--- src/hdl/nrsf_pkg.sv ---
// ---------------------------------------------------------------------------
// nrsf_pkg
// Fixed constants of the neighbor range spike filter.
// ---------------------------------------------------------------------------
package nrsf_pkg;

  // strength register: unsigned Q4.12
  localparam int STRENGTH_WIDTH = 16;
  localparam logic [STRENGTH_WIDTH-1:0] STRENGTH_RESET = 16'd4096;

  // result queue
  localparam int FIFO_DEPTH = 4;
  localparam int FIFO_AW    = 2;
  localparam int FIFO_CW    = 3;

endpackage

--- src/hdl/neighbor_range_spike_filter_top.sv ---
// ---------------------------------------------------------------------------
// neighbor_range_spike_filter_top
// Streaming spike filter: replaces a sample that leaves its neighbor range.
// ---------------------------------------------------------------------------
// Usage:
//   s_* : input words. s_tdata[SAMPLE_WIDTH-1:0] = signed sample,
//         s_tlast marks the final sample of a run.
//   m_* : result words. m_tdata[SAMPLE_WIDTH-1:0] = filtered sample,
//         m_tlast marks the final result of a run.
//   cfg_* : writes the Q4.12 strength (cfg_data); always ready.
//         Write only while the block is idle.
// Each interior sample is checked against the filtered sample before it
// and the raw sample after it, so a result trails its input by one word;
// the word carrying s_tlast releases two results (the held sample and
// itself). A single-word run passes straight through.
// Path: input register -> combinational filter logic -> 4-entry result
// queue. A completing word is registered, then its result is written to
// the queue and shown on m_*. One word per cycle is sustained; a run end
// pushes two results, so the input pauses when the queue has fewer than
// two free slots (downstream stall backs up into s_tready).
// Reset (rst, synchronous): queue and input register empty, filter state
// cleared, strength = 1.0 (4096).
// ---------------------------------------------------------------------------
module neighbor_range_spike_filter_top #(
  parameter int SAMPLE_WIDTH       = 24,
  parameter int STRENGTH_FRAC_BITS = 12,
  localparam int DW = ((SAMPLE_WIDTH + 7) / 8) * 8
) (
  input  logic                                clk,
  input  logic                                rst,
  // input stream
  input  logic                                s_tvalid,
  output logic                                s_tready,
  input  logic [DW-1:0]                       s_tdata,   // [SW-1:0] sample_in
  input  logic                                s_tlast,   // end_of_run
  // result stream
  output logic                                m_tvalid,
  input  logic                                m_tready,
  output logic [DW-1:0]                       m_tdata,   // [SW-1:0] sample_out
  output logic                                m_tlast,   // last_out
  // strength register
  input  logic                                cfg_valid,
  output logic                                cfg_ready,
  input  logic [nrsf_pkg::STRENGTH_WIDTH-1:0] cfg_data   // strength, Q4.12
);
  import nrsf_pkg::*;

  localparam int SW = SAMPLE_WIDTH;
  localparam int PW = SW + STRENGTH_WIDTH + 2;  // product width
  localparam int CW = PW + 1;                   // compare width

  // phase of the run
  localparam logic [1:0] PH_IDLE  = 2'd0;  // awaiting first sample
  localparam logic [1:0] PH_FIRST = 2'd1;  // holding the first sample
  localparam logic [1:0] PH_MID   = 2'd2;  // holding an interior sample

  // config
  logic [STRENGTH_WIDTH-1:0] strength;

  // input register
  logic                 in_valid;
  logic signed [SW-1:0] in_sample;
  logic                 in_last;

  // filter state
  logic signed [SW-1:0] prev_filtered, prev_filtered_next;
  logic signed [SW-1:0] held_sample;
  logic [1:0]           phase, phase_next;

  // result queue
  logic [SW-1:0]      fifo_sample [FIFO_DEPTH];
  logic               fifo_last   [FIFO_DEPTH];
  logic [FIFO_AW-1:0] head, tail;
  logic [FIFO_CW-1:0] count;

  logic               fire, pop;
  logic [1:0]         push_n;
  logic [SW-1:0]      res0_sample, res1_sample;
  logic               res0_last;

  // filter datapath
  logic signed [SW:0]   sum_pn, diff;
  logic signed [SW-1:0] mid;
  logic signed [PW-1:0] prod, margin;
  logic signed [CW-1:0] hi_lim, lo_lim, s_ext;
  logic                 replace;
  logic signed [SW-1:0] filtered;

  assign cfg_ready = 1'b1;

  always_ff @(posedge clk) begin
    if (rst) begin
      strength <= STRENGTH_RESET;
    end else if (cfg_valid) begin
      strength <= cfg_data;
    end
  end

  // queue must hold two more results before a word is processed
  assign fire     = in_valid && (count <= FIFO_CW'(FIFO_DEPTH - 2));
  assign s_tready = !in_valid || fire;

  always_ff @(posedge clk) begin
    if (rst) begin
      in_valid <= 1'b0;
    end else if (s_tready) begin
      in_valid <= s_tvalid;
    end
  end

  always_ff @(posedge clk) begin
    if (s_tready && s_tvalid) begin
      in_sample <= $signed(s_tdata[SW-1:0]);
      in_last   <= s_tlast;
    end
  end

  // p = prev_filtered, s = held_sample, n = in_sample
  always_comb begin
    sum_pn  = {prev_filtered[SW-1], prev_filtered} + {in_sample[SW-1], in_sample};
    mid     = sum_pn[SW:1];  // floor of half
    diff    = {mid[SW-1], mid} - {prev_filtered[SW-1], prev_filtered};
    prod    = PW'(diff) * PW'($signed({1'b0, strength}));
    margin  = prod >>> STRENGTH_FRAC_BITS;  // floor
    hi_lim  = CW'(in_sample) + CW'(margin);
    lo_lim  = CW'(prev_filtered) - CW'(margin);
    s_ext   = CW'(held_sample);
    if (prev_filtered < in_sample) begin
      replace = (s_ext > hi_lim) || (s_ext < lo_lim);
    end else begin
      replace = (s_ext < hi_lim) || (s_ext > lo_lim);
    end
    filtered = replace ? mid : held_sample;
  end

  // run sequencing
  always_comb begin
    phase_next         = phase;
    prev_filtered_next = prev_filtered;
    push_n             = 2'd0;
    res0_sample        = in_sample;
    res0_last          = 1'b1;
    res1_sample        = in_sample;
    unique case (phase)
      PH_IDLE: begin
        if (in_last) begin
          push_n = 2'd1;
        end else begin
          phase_next = PH_FIRST;
        end
      end
      PH_FIRST: begin
        res0_sample        = held_sample;
        res0_last          = 1'b0;
        prev_filtered_next = held_sample;
        push_n             = in_last ? 2'd2 : 2'd1;
        phase_next         = in_last ? PH_IDLE : PH_MID;
      end
      default: begin  // interior, also the unused code
        res0_sample        = filtered;
        res0_last          = 1'b0;
        prev_filtered_next = filtered;
        push_n             = in_last ? 2'd2 : 2'd1;
        phase_next         = in_last ? PH_IDLE : PH_MID;
      end
    endcase
  end

  always_ff @(posedge clk) begin
    if (rst) begin
      phase         <= PH_IDLE;
      prev_filtered <= '0;
      held_sample   <= '0;
    end else if (fire) begin
      phase         <= phase_next;
      prev_filtered <= prev_filtered_next;
      held_sample   <= in_sample;
    end
  end

  // result queue
  assign pop      = m_tvalid && m_tready;
  assign m_tvalid = (count != '0);
  assign m_tdata  = DW'(fifo_sample[head]);
  assign m_tlast  = fifo_last[head];

  always_ff @(posedge clk) begin
    if (fire && push_n != 2'd0) begin
      fifo_sample[tail] <= res0_sample;
      fifo_last[tail]   <= res0_last;
    end
    if (fire && push_n == 2'd2) begin
      fifo_sample[tail + FIFO_AW'(1)] <= res1_sample;
      fifo_last[tail + FIFO_AW'(1)]   <= 1'b1;
    end
  end

  always_ff @(posedge clk) begin
    if (rst) begin
      head  <= '0;
      tail  <= '0;
      count <= '0;
    end else begin
      if (pop) begin
        head <= head + FIFO_AW'(1);
      end
      if (fire) begin
        tail <= tail + FIFO_AW'(push_n);
      end
      count <= count + (fire ? FIFO_CW'(push_n) : '0) - FIFO_CW'(pop);
    end
  end

endmodule

--- config.mk ---
export PLATFORM = sky130hd
export DESIGN_NAME = neighbor_range_spike_filter_top
export DESIGN_NICKNAME = d
export VERILOG_FILES = /design/src/hdl/nrsf_pkg.sv /design/src/hdl/neighbor_range_spike_filter_top.sv
export SDC_FILE = /design/constraint.sdc
export NUM_CORES = 2
export LEC_CHECK = 0
export ABC_AREA = 1
export BUFFER_PORTS_ARGS = -buffer_cell sky130_fd_sc_hd__buf_2
export CORE_MARGIN = 1.5
export CORE_UTILIZATION = 59
export DETAILED_ROUTE_END_ITERATION = 6
export PLACE_DENSITY = 0.88
export SLEW_MARGIN = 10
export SYNTH_ARGS = -nofsm -noshare
export SYNTH_HDL_FRONTEND = slang
export SYNTH_SLANG_ARGS = --single-unit
--- constraint.sdc ---
create_clock -name clk -period 16.8 [get_ports clk]
set_input_delay 0.84 -clock clk [delete_from_list [all_inputs] [get_ports clk]]
set_output_delay 0.84 -clock clk [all_outputs]
set_load 0.01 [all_outputs]
# Word level (Yosys, flattened, before mapping)
# Memories as Yosys holds them, arrays and structs flattened. A register that Yosys moved wholly into a read port is not among the register bits.
# Cells that the tools add are included.
dict set report totals {
  wordCells 66
  register_bits 99
  input_bits 46
  out_inout_bits 28
  mem_bits_rw 100
  memories 2
}
# memory depth width rd rd_ports_with_merged_regs wr line
set memory_table {}
lappend memory_table {fifo_sample 4 24 1 1 2 neighbor_range_spike_filter_top.sv:71} ;# logic [SW-1:0] fifo_sample [FIFO_DEPTH];
lappend memory_table {fifo_last 4 1 1 1 2 neighbor_range_spike_filter_top.sv:72} ;# logic fifo_last [FIFO_DEPTH];
dict set report classes {
  reduce_logical 14
  n_addsub 9
  order_cmp 6
  mul 1
  n_eq_ne 3
  bitwise_logic 1
  n_mux 20
}
# cell count
set op_table {}
lappend op_table {{24-bit one-hot mux with 2 select lines} 2}
lappend op_table {{24-bit by 31-bit greater-than comparator with 1-bit output} 2}
lappend op_table {{24-bit by 31-bit less-than comparator with 1-bit output} 2}
lappend op_table {{25-bit by 17-bit multiplier with 42-bit output} 1}
lappend op_table {{24-bit by 30-bit adder with 31-bit output} 1}
lappend op_table {{24-bit by 30-bit subtractor with 31-bit output} 1}
lappend op_table {{24-bit by 24-bit adder with 25-bit output} 1}
lappend op_table {{24-bit by 24-bit subtractor with 25-bit output} 1}
lappend op_table {{24-bit less-than comparator} 1}
lappend op_table {{24-bit 2-to-1 mux} 1}
lappend op_table {{2-bit 2-to-1 mux} 10}
lappend op_table {{1-bit 2-to-1 mux} 7}
lappend op_table {{1-bit logical AND} 5}
lappend op_table {{2-bit by 1-bit adder with 2-bit output (second input constant)} 2}
lappend op_table {{2-bit AND reduction} 2}
lappend op_table {{3-bit by 2-bit adder with 3-bit output} 1}
lappend op_table {{3-bit by 2-bit less-or-equal comparator with 1-bit output (second input constant)} 1}
lappend op_table {{1-bit logical OR} 3}
lappend op_table {{3-bit nonzero test} 1}
lappend op_table {{3-bit by 1-bit subtractor with 3-bit output} 1}
lappend op_table {{2-bit adder} 1}
lappend op_table {{2-bit by 1-bit equality test with 1-bit output (second input constant)} 1}
lappend op_table {{2-bit equality test (second input constant)} 1}
lappend op_table {{2-bit zero test} 1}
lappend op_table {{other kinds (4)} 4}

# Longest topological paths before layout
dict set report depth {
  ltp_word 9
  mapped_depth 76
  mapped_depth_nobuf 74
}

# Worst setup path after synthesis
# No wires, ideal clock.
dict set report synth_timing {
  kind {reg2reg}
  start {register in_sample[1]}
  end {memory fifo_sample[0][3] (netlist name), data pin}
  synth_period_minus_slack_ns 11.399
  n_path_buf 2
  t_required_ns 16.546
  setup_slack_ns 5.401
  path_stages_with_launch 65
  arrival_ns 11.145
  path_cell_list {edfxtp_1 -> inv_1 -> fa_1 -> inv_1 -> nand2_1 -> a21oi_1 -> a21oi_1 -> o21ai_0 -> xor2_1 -> inv_1 -> ha_1 -> a21oi_1 -> o21a_1 -> o21ai_0 -> a21oi_1 -> inv_1 -> or2_2 -> nand2_1 -> (+29 left out) -> a21o_1 -> a21oi_1 -> xor2_1 -> ha_1 -> a21o_1 -> nor2_1 -> nand2_1 -> a21oi_1 -> nand3_1 -> nand3_1 -> nand3_4 -> nand2_4 -> buf_12 -> nand2_4 -> nand3_2 -> nand2_2 -> nand2_1 -> nand2_1}
}
# item line
set synth_lines {}
lappend synth_lines {{from (decl)} neighbor_range_spike_filter_top.sv:62} ;# logic signed [SW-1:0] in_sample;
lappend synth_lines {{from (signal assigned)} neighbor_range_spike_filter_top.sv:113} ;# in_sample <= $signed(s_tdata[SW-1:0]);
lappend synth_lines {{to (decl)} neighbor_range_spike_filter_top.sv:71}

==> impl_metrics.env <==
export IMPL_crit_end="fifo_sample[0][23]$_DFFE_PP_"
export IMPL_route_detailed_wl_per_inst_um=19.9
export IMPL_core_rowCount=86
export IMPL_final_setup_skew_ns=0.0317
export IMPL_place_hpwl_um=80200
export IMPL_hold_path_class="in -> reg"
export IMPL_top_level_ports=74
export IMPL_cts_path_max_buffers=3
export IMPL_chipWidth_um=238
export IMPL_critPathRequiredTime_ns=17.12
export IMPL_timing_final_max_slew_violations=0
export IMPL_layout_commonest_cell="nand2_1"
export IMPL_tritoncts_num_sinks=201
export IMPL_avgViaCountPerCell=5.89
export IMPL_synth_cell_type_count=58
export IMPL_ff2ff_setup_slack_ns=1.61
export IMPL_via_count=29813
export IMPL_grt_max_degree=55
export IMPL_synth_seq_cells=201
export IMPL_syn_to_final_growth_pct=5.14
export IMPL_worstSkewPairLatency_ns=0.59
export IMPL_cts_buffers_inserted=24
export IMPL_cts_max_level=1
export IMPL_placement_io_buffers=72
export IMPL_grt_met1_usage=0.470
export IMPL_final_setup_tns_ns=0
export IMPL_filler_cells=4685
export IMPL_post_synth_instance_area_sq_um=32700
export IMPL_yosys_warning_count=0
export IMPL_outcome="finished clean"
export IMPL_grt_use_total=0.357
export IMPL_tritoncts="done"
export IMPL_unrepaired_setup_endpoints_after_global_routing="no"
export IMPL_initial_utilization=0.595
export IMPL_finish_cell_count_without_fillers=5064
export IMPL_synthesis_instances=4345
export IMPL_max_slew_margin=0.169
export IMPL_drc=0
export IMPL_number_of_antenna_violations_at_the_first_check_in_global_routing=0
export IMPL_synth_async_reset_ratio=0
export IMPL_met2_usage=0.554
export IMPL_path_clk_slew_ns=0.09
export IMPL_globalRouteOverflowTotal=0
export IMPL_mappedNetlistNets=5081
export IMPL_cts_root_buf="clkbuf_16"
export IMPL_critPathLaunchType="flop"
export IMPL_core_region_area_sq_um=54900
export IMPL_r2r_end="fifo_sample[0][23]$_DFFE_PP_"
export IMPL_rr_startpoint="in_sample[1]$_DFFE_PP_"
export IMPL_use_met3=0.0803
export IMPL_dr_pass1_iters=7
export IMPL_chipHeight_um=238
export IMPL_floorplan_die_area_sq_um=56800
export IMPL_cp_common_cell="nand2_1"
export IMPL_post_cts_resized_instances=0
export IMPL_global_route_wire_length_before_repair_um=157000
export IMPL_layout_common_cells="nand2_1 (906), inv_1 (863), fa_1 (387)"
export IMPL_max_cap_violations=0
export IMPL_critical_path_endpoint_type="flop"
export IMPL_layout_drive_gt1_share=0.0739
export IMPL_critPathSlowestCell="nand2_4"
export IMPL_layout_area_seq_sq_um=5240
export IMPL_timing_setup_critical_path_class="reg -> reg"
export IMPL_crit_start="in_sample[1]$_DFFE_PP_"
export IMPL_setup_viol_count_final=0
export IMPL_multi_input_area_sq_um=23600
export IMPL_place_congestion=1.06
export IMPL_period_needed_ns=15.19
export IMPL_worst_r2r_cell_count=62
export IMPL_route_antenna_remaining_nets=0
export IMPL_postSynthAreaPerCell_sq_um=7.52
export IMPL_routed_wl_um=101000
export IMPL_detailedPlace_worstSlack_ns=1.99
export IMPL_synth_yosys_seq_area_share=0.160
export IMPL_final_hold_vio_count=0
export IMPL_number_of_flops_mapped_to_enable_cells_by_yosys=121
export IMPL_placed_cells_incl_taps=5019
export IMPL_critical_path_max_stage_delay_ns=0.69
export IMPL_worst_endpoint_arrival_ns=15.51
export IMPL_synth_ff_type="edfxtp_1"
export IMPL_path_max_fanout=25
export IMPL_worst_slew_pin_transition_ns=1.24
export IMPL_max_clock_freq_mhz=65.8
export IMPL_busiest_layer="met2"
export IMPL_grt_pass1_vias=29413
export IMPL_cts_setup_buffers=0
export IMPL_holdBufCountCts=0
export IMPL_finalCritPeriodShare=0.904
export IMPL_post_route_worst_setup_slack_ns=1.61
export IMPL_first_iter_violations=3411
export IMPL_layout_nets=5077
## cells in the mapped netlist (13+ instances only)
cell type | count | area, sq um
or2_2 | 57 | 357
nor2_1 | 382 | 1430
ha_1 | 303 | 3790
a21oi_1 | 269 | 1350
xor2_1 | 72 | 631
buf_2 | 13 | 65.1
xnor2_1 | 57 | 499
nand3_1 | 128 | 641
edfxtp_1 | 121 | 3630
o21a_1 | 15 | 113
nand4_1 | 15 | 93.8
fa_1 | 387 | 7750
clkbuf_1 | 105 | 394
inv_1 | 864 | 3240
dfxtp_1 | 80 | 1600
nand2_1 | 906 | 3400
o21ai_0 | 205 | 1030
a21o_1 | 24 | 180
a31oi_1 | 41 | 257
nand3_2 | 41 | 410
nand2_2 | 32 | 200
nor3_1 | 29 | 145
nand2_4 | 21 | 236
o22ai_1 | 49 | 307
## flip-flops by register name, summed over array words and instances (netlist names), 3 cells and up, named ones only
register / count
count: 3
fifo_last: 4
fifo_sample: 96
held_sample: 24
in_sample: 24
prev_filtered: 24
strength: 16
## cells by family (layout without fill, tap and decap cells)
kind of cell	Yosys count	count (layout)	share of synthesized area
XOR/XNOR	130	130	0.0351
other	1	2	0.000115
adder cells (fa/ha/maj)	690	690	0.353
flip-flops	201	201	0.160
buffers and inverters	1014	1028	0.119
AND/OR/NAND/NOR	1645	1645	0.220
AO/OA/AOI/OAI	664	664	0.113
## routing by layer
metal  up-vias  wire length, um
met3       365            12600
met2      1844            44400
met1     14059            38500
met5         -                0
li1      13545                -
met4         0             5390
## through the flow
| step | hold slack (ns) | utilization | instance area [sq um] |
|---|---|---|---|
| floorplan | 0.436 | - | 32700 |
| global placement | 0.458 | 0.612 | 33600 |
| detailed placement | 0.470 | 0.612 | 33600 |
| CTS | 0.417 | 0.626 | 34300 |
| global route | 0.424 | 0.626 | 34300 |
| finish | 0.421 | 0.626 | 34300 |
## worst max-delay path: cells and delay by family (launching register included)
family,cells,cell delay [ns]
adders and majority gates,11,5.09
and+or+nand+nor,25,4.37
AOI/OAI and AO/OA,14,2.83
buffers and inverters,9,1.07
xor gates and xnor gates,3,0.95
DFF,1,0.55
## layout make-up
cell class,instances,area share
Multi-Input combinational cell,3130,0.686
Timing Repair Buffer,101,0.0168
Clock buffer,27,0.0184
Sequential cell,201,0.152
Tap cell,704,0.0256
Antenna cell,1,0.0000729
Inverter,883,0.0965
Clock inverter,17,0.00382
## worst min path at each step
stage,from,end,cells past startpoint
floorplan,head[1]$_SDFFE_PP0P_,flop,2
global placement,head[0]$_SDFFE_PP0P_,head[0]$_SDFFE_PP0P_,1
detailed placement,fifo_last[1]$_DFF_P_,fifo_last[1]$_DFF_P_,2
CTS,s_tdata[20],in_sample[20]$_DFFE_PP_,1
global route,s_tdata[17],in_sample[17]$_DFFE_PP_,1
finish,s_tdata[20],in_sample[20]$_DFFE_PP_,1
Power is left out: the tool's default activity adds up to more than one toggle a clock period on the data nets, which glitch-free logic cannot reach.
